$ cat config.mk
export PLATFORM = sky130hd
export DESIGN_NAME = modbus_rtu_request_receiver
export DESIGN_NICKNAME = d
export VERILOG_FILES = /design/src/hdl/mrrx_pkg.sv /design/src/hdl/mrrx_front.sv /design/src/hdl/mrrx_queue.sv /design/src/hdl/mrrx_back.sv /design/src/hdl/modbus_rtu_request_receiver.sv
export SDC_FILE = /design/constraint.sdc
export NUM_CORES = 1
export LEC_CHECK = 0
export BUFFER_PORTS_ARGS = -buffer_cell sky130_fd_sc_hd__buf_4
export CORE_MARGIN = 2
export CORE_UTILIZATION = 55
export CTS_BUF_LIST = sky130_fd_sc_hd__clkbuf_8
export CTS_CLUSTER_SIZE = 28
export DETAILED_ROUTE_END_ITERATION = 8
export PLACE_DENSITY = 0.79
export SYNTH_ARGS = -nofsm -noshare
export SYNTH_HDL_FRONTEND = slang
export SYNTH_SLANG_ARGS = --single-unit
$ cat constraint.sdc
create_clock -name clk_i -period 7.4 [get_ports clk_i]
set_clock_uncertainty 0.1 [all_clocks]
set_input_delay 0.74 -clock clk_i [delete_from_list [all_inputs] [get_ports clk_i]]
set_output_delay 0.74 -clock clk_i [all_outputs]
set_load 0.02 [all_outputs]
$ cat src/hdl/mrrx_pkg.sv
package mrrx_pkg;

  // depth of the queue between the byte classifier and the frame engine
  localparam int unsigned QueueDepth = 2;

  // crc-16/modbus, reflected form
  localparam logic [15:0] CrcInit = 16'hFFFF;
  localparam logic [15:0] CrcPoly = 16'hA001;

  // kinds of input item
  localparam logic ReqByte = 1'b0;
  localparam logic ReqTick = 1'b1;

  // configuration register indexes
  localparam logic CfgSlaveId       = 1'b0;
  localparam logic CfgSilenceReload = 1'b1;

  // function codes with their own request class
  localparam logic [7:0] FnReadCoils    = 8'd1;
  localparam logic [7:0] FnReadHolding  = 8'd3;
  localparam logic [7:0] FnWriteCoil    = 8'd5;
  localparam logic [7:0] FnWriteRegister = 8'd6;

  typedef enum logic [1:0] {
    KindRead  = 2'd0,
    KindWrite = 2'd1,
    KindOther = 2'd2
  } req_kind_e;

  // input item
  typedef struct packed {
    logic       req_type;
    logic [7:0] rx_byte;
    logic       tx_busy;
  } req_item_t;

  // result item
  typedef struct packed {
    logic [1:0]  request_kind;
    logic [7:0]  function_code;
    logic [15:0] reg_address;
    logic [15:0] data_word;
  } req_result_t;

  // classified byte passed from front to back
  typedef struct packed {
    logic [7:0] data;
    logic       start_ok;
  } rx_entry_t;

  // valid flag of the queue ports
  typedef struct packed {
    logic valid;
  } hs_t;

  // one byte through the crc, lsb first
  function automatic logic [15:0] crc_add_byte(input logic [15:0] crc, input logic [7:0] b);
    logic [15:0] c;
    c = crc ^ {8'h00, b};
    for (int k = 0; k < 8; k++) begin
      c = c[0] ? ((c >> 1) ^ CrcPoly) : (c >> 1);
    end
    return c;
  endfunction

endpackage

$ cat src/hdl/mrrx_front.sv
module mrrx_front (
  input  logic                clk_i,
  input  logic                rst_ni,
  input  logic                cfg_we_i,
  input  logic                cfg_index_i,
  input  logic [7:0]          cfg_data_i,
  input  logic                in_valid_i,
  output logic                in_ready_o,
  input  mrrx_pkg::req_item_t in_item_i,
  output mrrx_pkg::hs_t       push_o,
  input  logic                push_ready_i,
  output mrrx_pkg::rx_entry_t push_entry_o
);

  logic [7:0] slave_id_q;
  logic [3:0] silence_reload_q;
  logic [3:0] silence_q, silence_d;
  logic       accept;
  logic       is_tick;

  assign is_tick    = (in_item_i.req_type == mrrx_pkg::ReqTick);
  assign accept     = in_valid_i && push_ready_i;
  assign in_ready_o = push_ready_i;

  // bytes go to the queue, ticks stay here
  assign push_o.valid = in_valid_i && !is_tick;
  assign push_entry_o.data = in_item_i.rx_byte;
  assign push_entry_o.start_ok = (silence_q == 4'd0) &&
                                 (in_item_i.rx_byte == slave_id_q) &&
                                 !in_item_i.tx_busy;

  // silence counter: bytes reload, ticks count down to zero
  always_comb begin
    silence_d = silence_q;
    if (accept) begin
      if (is_tick) begin
        if (silence_q != 4'd0) silence_d = silence_q - 4'd1;
      end else begin
        silence_d = silence_reload_q;
      end
    end
  end

  always_ff @(posedge clk_i or negedge rst_ni) begin
    if (!rst_ni) begin
      slave_id_q       <= 8'd1;
      silence_reload_q <= 4'd3;
      silence_q        <= 4'd0;
    end else begin
      silence_q <= silence_d;
      if (cfg_we_i) begin
        case (cfg_index_i)
          mrrx_pkg::CfgSlaveId:       slave_id_q       <= cfg_data_i;
          mrrx_pkg::CfgSilenceReload: silence_reload_q <= cfg_data_i[3:0];
          default: ;
        endcase
      end
    end
  end

endmodule

$ cat src/hdl/mrrx_queue.sv
module mrrx_queue #(
  parameter int unsigned Depth = mrrx_pkg::QueueDepth
) (
  input  logic                clk_i,
  input  logic                rst_ni,
  input  logic                push_valid_i,
  output logic                push_ready_o,
  input  mrrx_pkg::rx_entry_t push_entry_i,
  output mrrx_pkg::hs_t       pop_o,
  input  logic                pop_ready_i,
  output mrrx_pkg::rx_entry_t pop_entry_o
);

  localparam int unsigned PtrW = (Depth > 1) ? $clog2(Depth) : 1;
  localparam int unsigned CntW = $clog2(Depth + 1);
  localparam logic [PtrW-1:0] LastPtr = PtrW'(Depth - 1);
  localparam logic [CntW-1:0] FullCnt = CntW'(Depth);

  mrrx_pkg::rx_entry_t entries_q [Depth];
  logic [PtrW-1:0] wr_ptr_q, rd_ptr_q;
  logic [CntW-1:0] count_q;
  logic            push, pop;

  assign push_ready_o = (count_q != FullCnt);
  assign pop_o.valid  = (count_q != '0);
  assign pop_entry_o  = entries_q[rd_ptr_q];
  assign push = push_valid_i && push_ready_o;
  assign pop  = pop_o.valid && pop_ready_i;

  // entry storage
  always_ff @(posedge clk_i) begin
    if (push) entries_q[wr_ptr_q] <= push_entry_i;
  end

  // pointers and fill level
  always_ff @(posedge clk_i or negedge rst_ni) begin
    if (!rst_ni) begin
      wr_ptr_q <= '0;
      rd_ptr_q <= '0;
      count_q  <= '0;
    end else begin
      if (push) wr_ptr_q <= (wr_ptr_q == LastPtr) ? '0 : wr_ptr_q + 1'b1;
      if (pop)  rd_ptr_q <= (rd_ptr_q == LastPtr) ? '0 : rd_ptr_q + 1'b1;
      if (push && !pop)      count_q <= count_q + 1'b1;
      else if (pop && !push) count_q <= count_q - 1'b1;
    end
  end

endmodule

$ cat src/hdl/mrrx_back.sv
module mrrx_back (
  input  logic                  clk_i,
  input  logic                  rst_ni,
  input  logic                  pop_valid_i,
  output logic                  pop_ready_o,
  input  mrrx_pkg::rx_entry_t   pop_entry_i,
  output logic                  out_valid_o,
  input  logic                  out_ready_i,
  output mrrx_pkg::req_result_t out_item_o
);

  localparam logic [2:0] PosStart = 3'd0;
  localparam logic [2:0] PosCrcLo = 3'd6;
  localparam logic [2:0] PosCrcHi = 3'd7;

  logic [2:0]  pos_q, pos_d;
  logic [15:0] crc_q, crc_d;
  logic [7:0]  bytes_q [1:5];
  logic        out_valid_q, out_valid_d;
  mrrx_pkg::req_result_t out_item_q, out_item_d;
  logic        pop;
  logic        emit;
  logic [15:0] crc_next;
  mrrx_pkg::req_kind_e kind;

  assign pop_ready_o = !out_valid_q || out_ready_i;
  assign pop         = pop_valid_i && pop_ready_o;
  assign crc_next    = mrrx_pkg::crc_add_byte(crc_q, pop_entry_i.data);
  assign out_valid_o = out_valid_q;
  assign out_item_o  = out_item_q;

  // request class from the function code
  always_comb begin
    if (bytes_q[1] == mrrx_pkg::FnReadCoils || bytes_q[1] == mrrx_pkg::FnReadHolding) begin
      kind = mrrx_pkg::KindRead;
    end else if (bytes_q[1] == mrrx_pkg::FnWriteCoil ||
                 bytes_q[1] == mrrx_pkg::FnWriteRegister) begin
      kind = mrrx_pkg::KindWrite;
    end else begin
      kind = mrrx_pkg::KindOther;
    end
  end

  // frame position and crc
  always_comb begin
    pos_d = pos_q;
    crc_d = crc_q;
    emit  = 1'b0;
    if (pop) begin
      case (pos_q)
        PosStart: begin
          if (pop_entry_i.start_ok) begin
            crc_d = crc_next;
            pos_d = 3'd1;
          end
        end
        PosCrcLo: begin
          if (pop_entry_i.data == crc_q[7:0]) begin
            pos_d = PosCrcHi;
          end else begin
            pos_d = PosStart;
            crc_d = mrrx_pkg::CrcInit;
          end
        end
        PosCrcHi: begin
          emit  = (pop_entry_i.data == crc_q[15:8]);
          pos_d = PosStart;
          crc_d = mrrx_pkg::CrcInit;
        end
        default: begin
          crc_d = crc_next;
          pos_d = pos_q + 3'd1;
        end
      endcase
    end
  end

  // output register
  always_comb begin
    out_valid_d = out_valid_q;
    out_item_d  = out_item_q;
    if (out_ready_i) out_valid_d = 1'b0;
    if (emit) begin
      out_valid_d              = 1'b1;
      out_item_d.request_kind  = kind;
      out_item_d.function_code = bytes_q[1];
      out_item_d.reg_address   = {bytes_q[2], bytes_q[3]};
      out_item_d.data_word     = {bytes_q[4], bytes_q[5]};
    end
  end

  // kept frame bytes and result item
  always_ff @(posedge clk_i) begin
    out_item_q <= out_item_d;
    if (pop) begin
      case (pos_q)
        3'd1:    bytes_q[1] <= pop_entry_i.data;
        3'd2:    bytes_q[2] <= pop_entry_i.data;
        3'd3:    bytes_q[3] <= pop_entry_i.data;
        3'd4:    bytes_q[4] <= pop_entry_i.data;
        3'd5:    bytes_q[5] <= pop_entry_i.data;
        default: ;
      endcase
    end
  end

  always_ff @(posedge clk_i or negedge rst_ni) begin
    if (!rst_ni) begin
      pos_q       <= PosStart;
      crc_q       <= mrrx_pkg::CrcInit;
      out_valid_q <= 1'b0;
    end else begin
      pos_q       <= pos_d;
      crc_q       <= crc_d;
      out_valid_q <= out_valid_d;
    end
  end

endmodule

$ cat src/hdl/modbus_rtu_request_receiver.sv
// channel  | direction | handshake             | payload
// ---------+-----------+-----------------------+---------------------------------
// in       | input     | in_valid_i/in_ready_o | in_item_i: req_type, rx_byte, tx_busy
// out      | output    | out_valid_o/out_ready_i | out_item_o: kind, code, addr, data
// cfg      | input     | cfg_we_i, no wait     | cfg_index_i, cfg_data_i
//
// one item per cycle while the queue has room; a frame result reaches the output
// register after its last byte has passed the queue and the frame engine
// the silence counter and the start check sit in the front, the crc in the back
// reset clears position, crc, silence counter and queue; no clearing pass
// a full queue drops in_ready_o; a stalled result backs up the frame engine and queue
module modbus_rtu_request_receiver #(
  parameter int unsigned QueueDepth = mrrx_pkg::QueueDepth
) (
  input  logic                  clk_i,
  input  logic                  rst_ni,
  input  logic                  cfg_we_i,
  input  logic                  cfg_index_i,
  input  logic [7:0]            cfg_data_i,
  input  logic                  in_valid_i,
  output logic                  in_ready_o,
  input  mrrx_pkg::req_item_t   in_item_i,
  output logic                  out_valid_o,
  input  logic                  out_ready_i,
  output mrrx_pkg::req_result_t out_item_o
);

  mrrx_pkg::hs_t       push_hs;
  mrrx_pkg::hs_t       pop_hs;
  mrrx_pkg::rx_entry_t push_entry;
  mrrx_pkg::rx_entry_t pop_entry;
  logic                push_ready;
  logic                pop_ready;

  // byte classifier and silence timing
  mrrx_front u_front (
    .clk_i        (clk_i),
    .rst_ni       (rst_ni),
    .cfg_we_i     (cfg_we_i),
    .cfg_index_i  (cfg_index_i),
    .cfg_data_i   (cfg_data_i),
    .in_valid_i   (in_valid_i),
    .in_ready_o   (in_ready_o),
    .in_item_i    (in_item_i),
    .push_o       (push_hs),
    .push_ready_i (push_ready),
    .push_entry_o (push_entry)
  );

  // queue between classifier and frame engine
  mrrx_queue #(
    .Depth (QueueDepth)
  ) u_queue (
    .clk_i        (clk_i),
    .rst_ni       (rst_ni),
    .push_valid_i (push_hs.valid),
    .push_ready_o (push_ready),
    .push_entry_i (push_entry),
    .pop_o        (pop_hs),
    .pop_ready_i  (pop_ready),
    .pop_entry_o  (pop_entry)
  );

  // frame assembly, crc check and result register
  mrrx_back u_back (
    .clk_i       (clk_i),
    .rst_ni      (rst_ni),
    .pop_valid_i (pop_hs.valid),
    .pop_ready_o (pop_ready),
    .pop_entry_i (pop_entry),
    .out_valid_o (out_valid_o),
    .out_ready_i (out_ready_i),
    .out_item_o  (out_item_o)
  );

endmodule

== Word level (Yosys, flattened, before mapping) ==
Memories as Yosys holds them, arrays and structs flattened. A register that Yosys moved wholly into a read port is not among the register bits.
Index checks and enable logic that the tools add are counted.

* Register bits after elaboration: 50
* Memory bits (writable): 58
* Input port bits: 24
* Output and inout bits: 44
* Logic and storage cells: 132
* Memories kept: 2

* $add $sub $neg: 6
* Eq/ne operators: 18
* Mux-type cells: 54
* Bitwise operators: 10
* Reduce and logical (&&, ||, !) cells: 31

{| class="wikitable"
|+ Memories
! name !! depth !! width !! rd ports !! clocked after memory_dff !! write ports !! line !! RTL
|-
| u_back.bytes_q || 5 || 8 || 5 || 4 || 1 || mrrx_back.sv:18 || <nowiki>logic [7:0] bytes_q [1:5];</nowiki>
|-
| u_queue.entries_q || 2 || 9 || 1 || 0 || 1 || mrrx_queue.sv:19 || <nowiki>mrrx_pkg::rx_entry_t entries_q [Depth];</nowiki>
|}

{| class="wikitable"
|+ Operators by type and width
! kind !! count
|-
| 16-bit 2-to-1 mux || 10
|-
| 16-bit one-hot mux with 3 select lines || 1
|-
| 8-bit 2-to-1 mux || 4
|-
| 8-bit OR reduction || 4
|-
| 1-bit 2-to-1 mux || 27
|-
| 8-bit equality test || 3
|-
| 2-bit NOT with 3-bit output || 8
|-
| 3-bit 2-to-1 mux || 6
|-
| 8-bit by 3-bit equality test with 1-bit output, second input constant || 2
|-
| 16-bit by 8-bit XOR with 16-bit output || 1
|-
| 3-bit equality test, second input constant || 4
|-
| 3-bit one-hot mux with 3 select lines || 1
|-
| 8-bit by 1-bit equality test with 1-bit output, second input constant || 1
|-
| 8-bit by 2-bit equality test with 1-bit output, second input constant || 1
|-
| 1-bit logical AND || 8
|-
| 4-bit 2-to-1 mux || 2
|-
| 2-bit AND reduction || 4
|-
| 3-bit by 2-bit equality test with 1-bit output, second input constant || 2
|-
| 2-bit 2-to-1 mux || 3
|-
| 2-bit inequality test, second input constant || 3
|-
| 2-bit nonzero test || 3
|-
| 1-bit logical NOT || 5
|-
| 4-bit logical NOT || 1
|-
| 4-bit nonzero test || 1
|-
| other kinds (11) || 14
|}

== Logic depth before layout (Yosys ltp) ==
An unclocked memory read counts as a cell.

* Word-level depth: 20
* Mapped depth: 9
* Depth with buffers taken out: 8

== Modules after synthesis ==
A second synthesis with hierarchy kept.

* Cells, all modules: 327
* Area, all modules: 5665.4 um^2

{| class="wikitable"
|+ By module, submodules not included
! module !! instances !! cells each !! area an instance (um^2) !! sequential area each (um^2)
|-
| mrrx_back || 1 || 198 || 3892.5 || 2982.9
|-
| mrrx_front || 1 || 83 || 912.1 || 404.1
|-
| mrrx_queue || 1 || 46 || 860.8 || 640.6
|}

== Worst setup path before layout ==
OpenSTA, ideal clock, no wires.

* Kind: register to register
* From: register u_queue.rd_ptr_q
* To: register u_back.out_valid_q, in the netlist u_back.out_valid_o
* Library setup time: 0.089 ns
* Data arrival time: 5.817 ns
* Required time: 7.211 ns
* Setup slack: 1.394 ns
* Cell stages (with the launch flop): 8
* Buffers on the path: 1
* Clock period less this slack: 6.006 ns
* Cell sequence: dfrtp_1 > buf_6 > mux2i_1 > xnor2_1 > nor4_1 > nand4_1 > nor4_1 > or2_2

* Word-level cells in the longest chain between the ends: 5
* Elaborated cells on any way between the ends: 6
* Classes of those cells: eq/ne: 1; mux: 3; reduce/logical: 1; memory: 1

{| class="wikitable"
|+ Ends and longest elaborated chain
! element !! line !! RTL
|-
| start, declared || mrrx_queue.sv:20 || <nowiki>logic [PtrW-1:0] wr_ptr_q, rd_ptr_q;</nowiki>
|-
| start signal, assigned || mrrx_queue.sv:43 || <nowiki>if (pop) rd_ptr_q <= (rd_ptr_q == LastPtr) ? '0 : rd_ptr_q + 1'b1;</nowiki>
|-
| memory 2 x 9 bit (*) || n/a ||
|-
| 8-bit equality test (*) || mrrx_back.sv:66 || <nowiki>emit = (pop_entry_i.data == crc_q[15:8]);</nowiki>
|-
| 1-bit 2-to-1 mux (*) || mrrx_back.sv:50 || <nowiki>case (pos_q)</nowiki>
|-
| 1-bit 2-to-1 mux (*) || mrrx_back.sv:49 || <nowiki>if (pop) begin</nowiki>
|-
| via u_back.emit || mrrx_back.sv:22 || <nowiki>logic emit;</nowiki>
|-
| 1-bit 2-to-1 mux / 2-bit nonzero test (equally long branches) || n/a ||
|-
| end signal, assigned || mrrx_back.sv:115 || <nowiki>out_valid_q <= out_valid_d;</nowiki>
|-
| end, declared || mrrx_back.sv:19 || <nowiki>logic out_valid_q, out_valid_d;</nowiki>
|}

The timed path passes the listed nets; every way through them passes the cells marked *.
A chain may end at the register's enable or synchronous reset.

== Final worst setup path ==
* From: register u_queue.rd_ptr_q
* To: register u_back.out_item_o[39] (netlist name)

* Word-level cells in the longest chain between the ends: 4

{| class="wikitable"
|+ Ends and longest elaborated chain
! element !! line
|-
| memory 2 x 9 bit || n/a
|-
| 8-bit equality test || mrrx_back.sv:66
|-
| 1-bit 2-to-1 mux || mrrx_back.sv:50
|-
| 1-bit 2-to-1 mux || mrrx_back.sv:49
|-
| via u_back.emit || mrrx_back.sv:22
|}

The timed path passes the listed nets, and every way through them passes these cells.

==> flow_metrics.tcl <==
set metrics [dict create \
    post-route-drc-count 0 \
    post-synth-top-count-cell "edfxtp_1" \
    fin_setup_tns_ns 0 \
    synth_area_leaders "edfxtp_1 53%, dfrtp_1 9.3%, dfstp_2 8.9%" \
    cts_setup_buffers 0 \
    nets 475 \
    path_delay_family "simple AND/OR/NAND/NOR gates" \
    path_max_fanout 39 \
    cp_data_arrival_time_ns 3.21 \
    p_per_area_nw_per_um2 424 \
    drive_gt1_frac 0.312 \
    antenna_found_initial 0 \
    num_rows 36 \
    setup_viol 0 \
    grt_pass1_vias 3053 \
    cts-root-buf "clkbuf_8" \
    leakagePower_nw 2.60 \
    startpoint "u_queue.rd_ptr_q" \
    grt_use_total 0.177 \
    ys_types 42 \
    drt_iter0_drc 110 \
    r2r_start "u_queue.rd_ptr_q" \
    ys_ff_latch 140 \
    core_sq_um 9860 \
    grt_overflow 0 \
    vias 2965 \
    path_depth 6 \
    critPathSlowestCell "dfrtp_1" \
    ir_drop_v 0.000201 \
    antennaDiodeCount 0 \
    clk_pin_slew_worst_paths_ns 0.08 \
    dieWidth_um 105 \
    synth-async-reset-ratio 0.286 \
    drt_wl_total_um 8950 \
    drv_cap 0 \
    area_growth_pct 18.4 \
    wl_per_cell_um 15.3 \
    finalHoldViolCount 0 \
    gp_congestion 0.842 \
    start_kind "flip-flop" \
    period_share 0.438 \
    slew_viol_final 0 \
    seq_area_frac_synth 0.716 \
    hold_path_class "primary input to asynchronous set/reset pin" \
    yosysTopAreaCellShare 0.534 \
    syn-num-nets 395 \
    required_ns 7.37 \
    htree_levels 4 \
    cts_sinks 140 \
    ys.flop_type "edfxtp_1" \
    drtPass1Iterations 4 \
    synth_top_cells_by_count "100 x edfxtp_1, 24 x xnor2_1, 23 x nand2_1, 22 x nor2_1, 21 x dfrtp_1" \
    grt_max_degree 41 \
    rsz0062_at_grt "false" \
    synthCells 359 \
    numCtsBuffers 17 \
    dp_hpwl_um 6390 \
    routed_via_density 5.07 \
    period_minus_slack_ns 3.24 \
    tightest_slew_ns 1.13 \
    fp.dieArea_sq_um 11000 \
    cts_resized 0 \
    synth_edf_count 100 \
    path_buf_inv 1 \
    endpoint_kind "flip-flop" \
    grt_first_pass_wirelength_um 14800 \
    max_freq_ghz 0.309 \
    io-pin-count 68 \
    crit_chain "mux2i_1 -> xnor2_1 -> nor4_1 -> nand4_1 -> nor4_2 -> buf_4" \
    yosysWarnings 0 \
    clockBufferDepth 2 \
    reg2regPathDepth 6 \
    cpPeakStageDelay_ns 0.74 \
    numPortBuffers 67 \
    synth_area_sq_um 5620 \
    die_y_um 105 \
    postSynthAreaPerCell_sq_um 15.7 \
    start_util 0.570 \
    outcome "complete, no violations" \
    yosys.area.top_type "edfxtp_1" \
    crit_type "flip-flop to flip-flop" \
    cts_tree "done" \
    antenna_left 0 \
    max_slew_margin 0.238 \
    final_core_util 0.675 \
    cts_hold_buf 0 \
    clk_latency_ns 0.43 \
]
==> flip-flops by register name, summed over array words and instances (netlist names) <==
signal / count
u_front.silence_reload_q: 4
u_queue.entries_q: 18
u_front.slave_id_q: 8
u_back.bytes_q: 40
u_queue.rd_ptr_q: 1
out_item_o: 32
u_back.crc_q: 16
u_back.pos_q: 3
u_back.out_item_o: 10
u_front.silence_q: 4
u_queue.wr_ptr_q: 1
u_back.out_valid_o: 1
u_queue.count_q: 2
==> cell usage in the layout, fill, tap and decap left out, types with 12 or more instances in the layout <==
cell,n
mux2_2,12
dfrtp_1,21
inv_1,18
edfxtp_1,100
xor2_1,15
dfstp_2,19
nand2_1,23
clkbuf_8,17
nor2_1,22
o21ai_0,18
buf_4,69
ha_1,12
xnor2_1,24
==> per-stage QoR <==
stage          cell area [sq um]  power, mW  hold slack, ns  std cells  worst slack, ns
6_report                    6650       2.82           0.190        585             4.16
3_3_place_gp                6270       2.22           0.301        553             4.31
4_1_cts                     6650       2.84           0.184        585             4.16
2_1_floorplan               5620       2.05           0.300        359             1.39
5_1_grt                     6650       3.02           0.196        585             3.90
3_5_place_dp                6270       2.26           0.305        553             4.17
==> final timing paths <==
| kind | endpoint | slack [ns] |
|---|---|---|
| max | u_back.out_item_o[39] | 4.16 |
| min | u_front.slave_id_q[4] | 0.19 |
| max reg2reg | u_back.out_item_o[39] | 4.16 |
| min reg2reg | out_item_o[27] | 0.32 |
| max in group asynchronous | u_front.slave_id_q[0] | 6.64 |
| min in group clk_i | out_item_o[27] | 0.32 |
==> power by group <==
part	switching (mW)	internal [mW]	total (mW)
registers	0.130	1.10	1.23
logic	0.515	0.493	1.01
clock network	0.309	0.277	0.586
==> metal layers <==
metal | vias up | global-route usage | wire length (um)
met2 | 94 | 0.301 | 4680
li1 | 1443 | - | -
met5 | - | 0 | 0
met3 | 18 | 0.0437 | 402
met4 | 0 | 0.0857 | 155
met1 | 1410 | 0.212 | 3720
==> area by class of cell <==
cell class	count	area [sq um]
clock buffers	17	234
clock inverters	15	154
fillers	661	3210
inverters	18	67.6
multi-input cells	193	1490
flip-flops and latches	140	4030
well taps	133	166
repair buffers	69	518
==> kinds of logic (layout without fill, tap and decap cells) <==
family / count (synthesis) / in the layout / synth area share
AO/OA/AOI/OAI: 38 / 38 / 0.0445
flip-flops: 140 / 140 / 0.716
buffers and inverters: 26 / 119 / 0.0203
AND/OR/NAND/NOR: 75 / 75 / 0.0641
XOR/XNOR: 43 / 43 / 0.0763
multiplexers: 25 / 25 / 0.0516
adder cells (fa/ha/maj): 12 / 12 / 0.0267
Note: power is estimated with default switching activity, not from simulation.
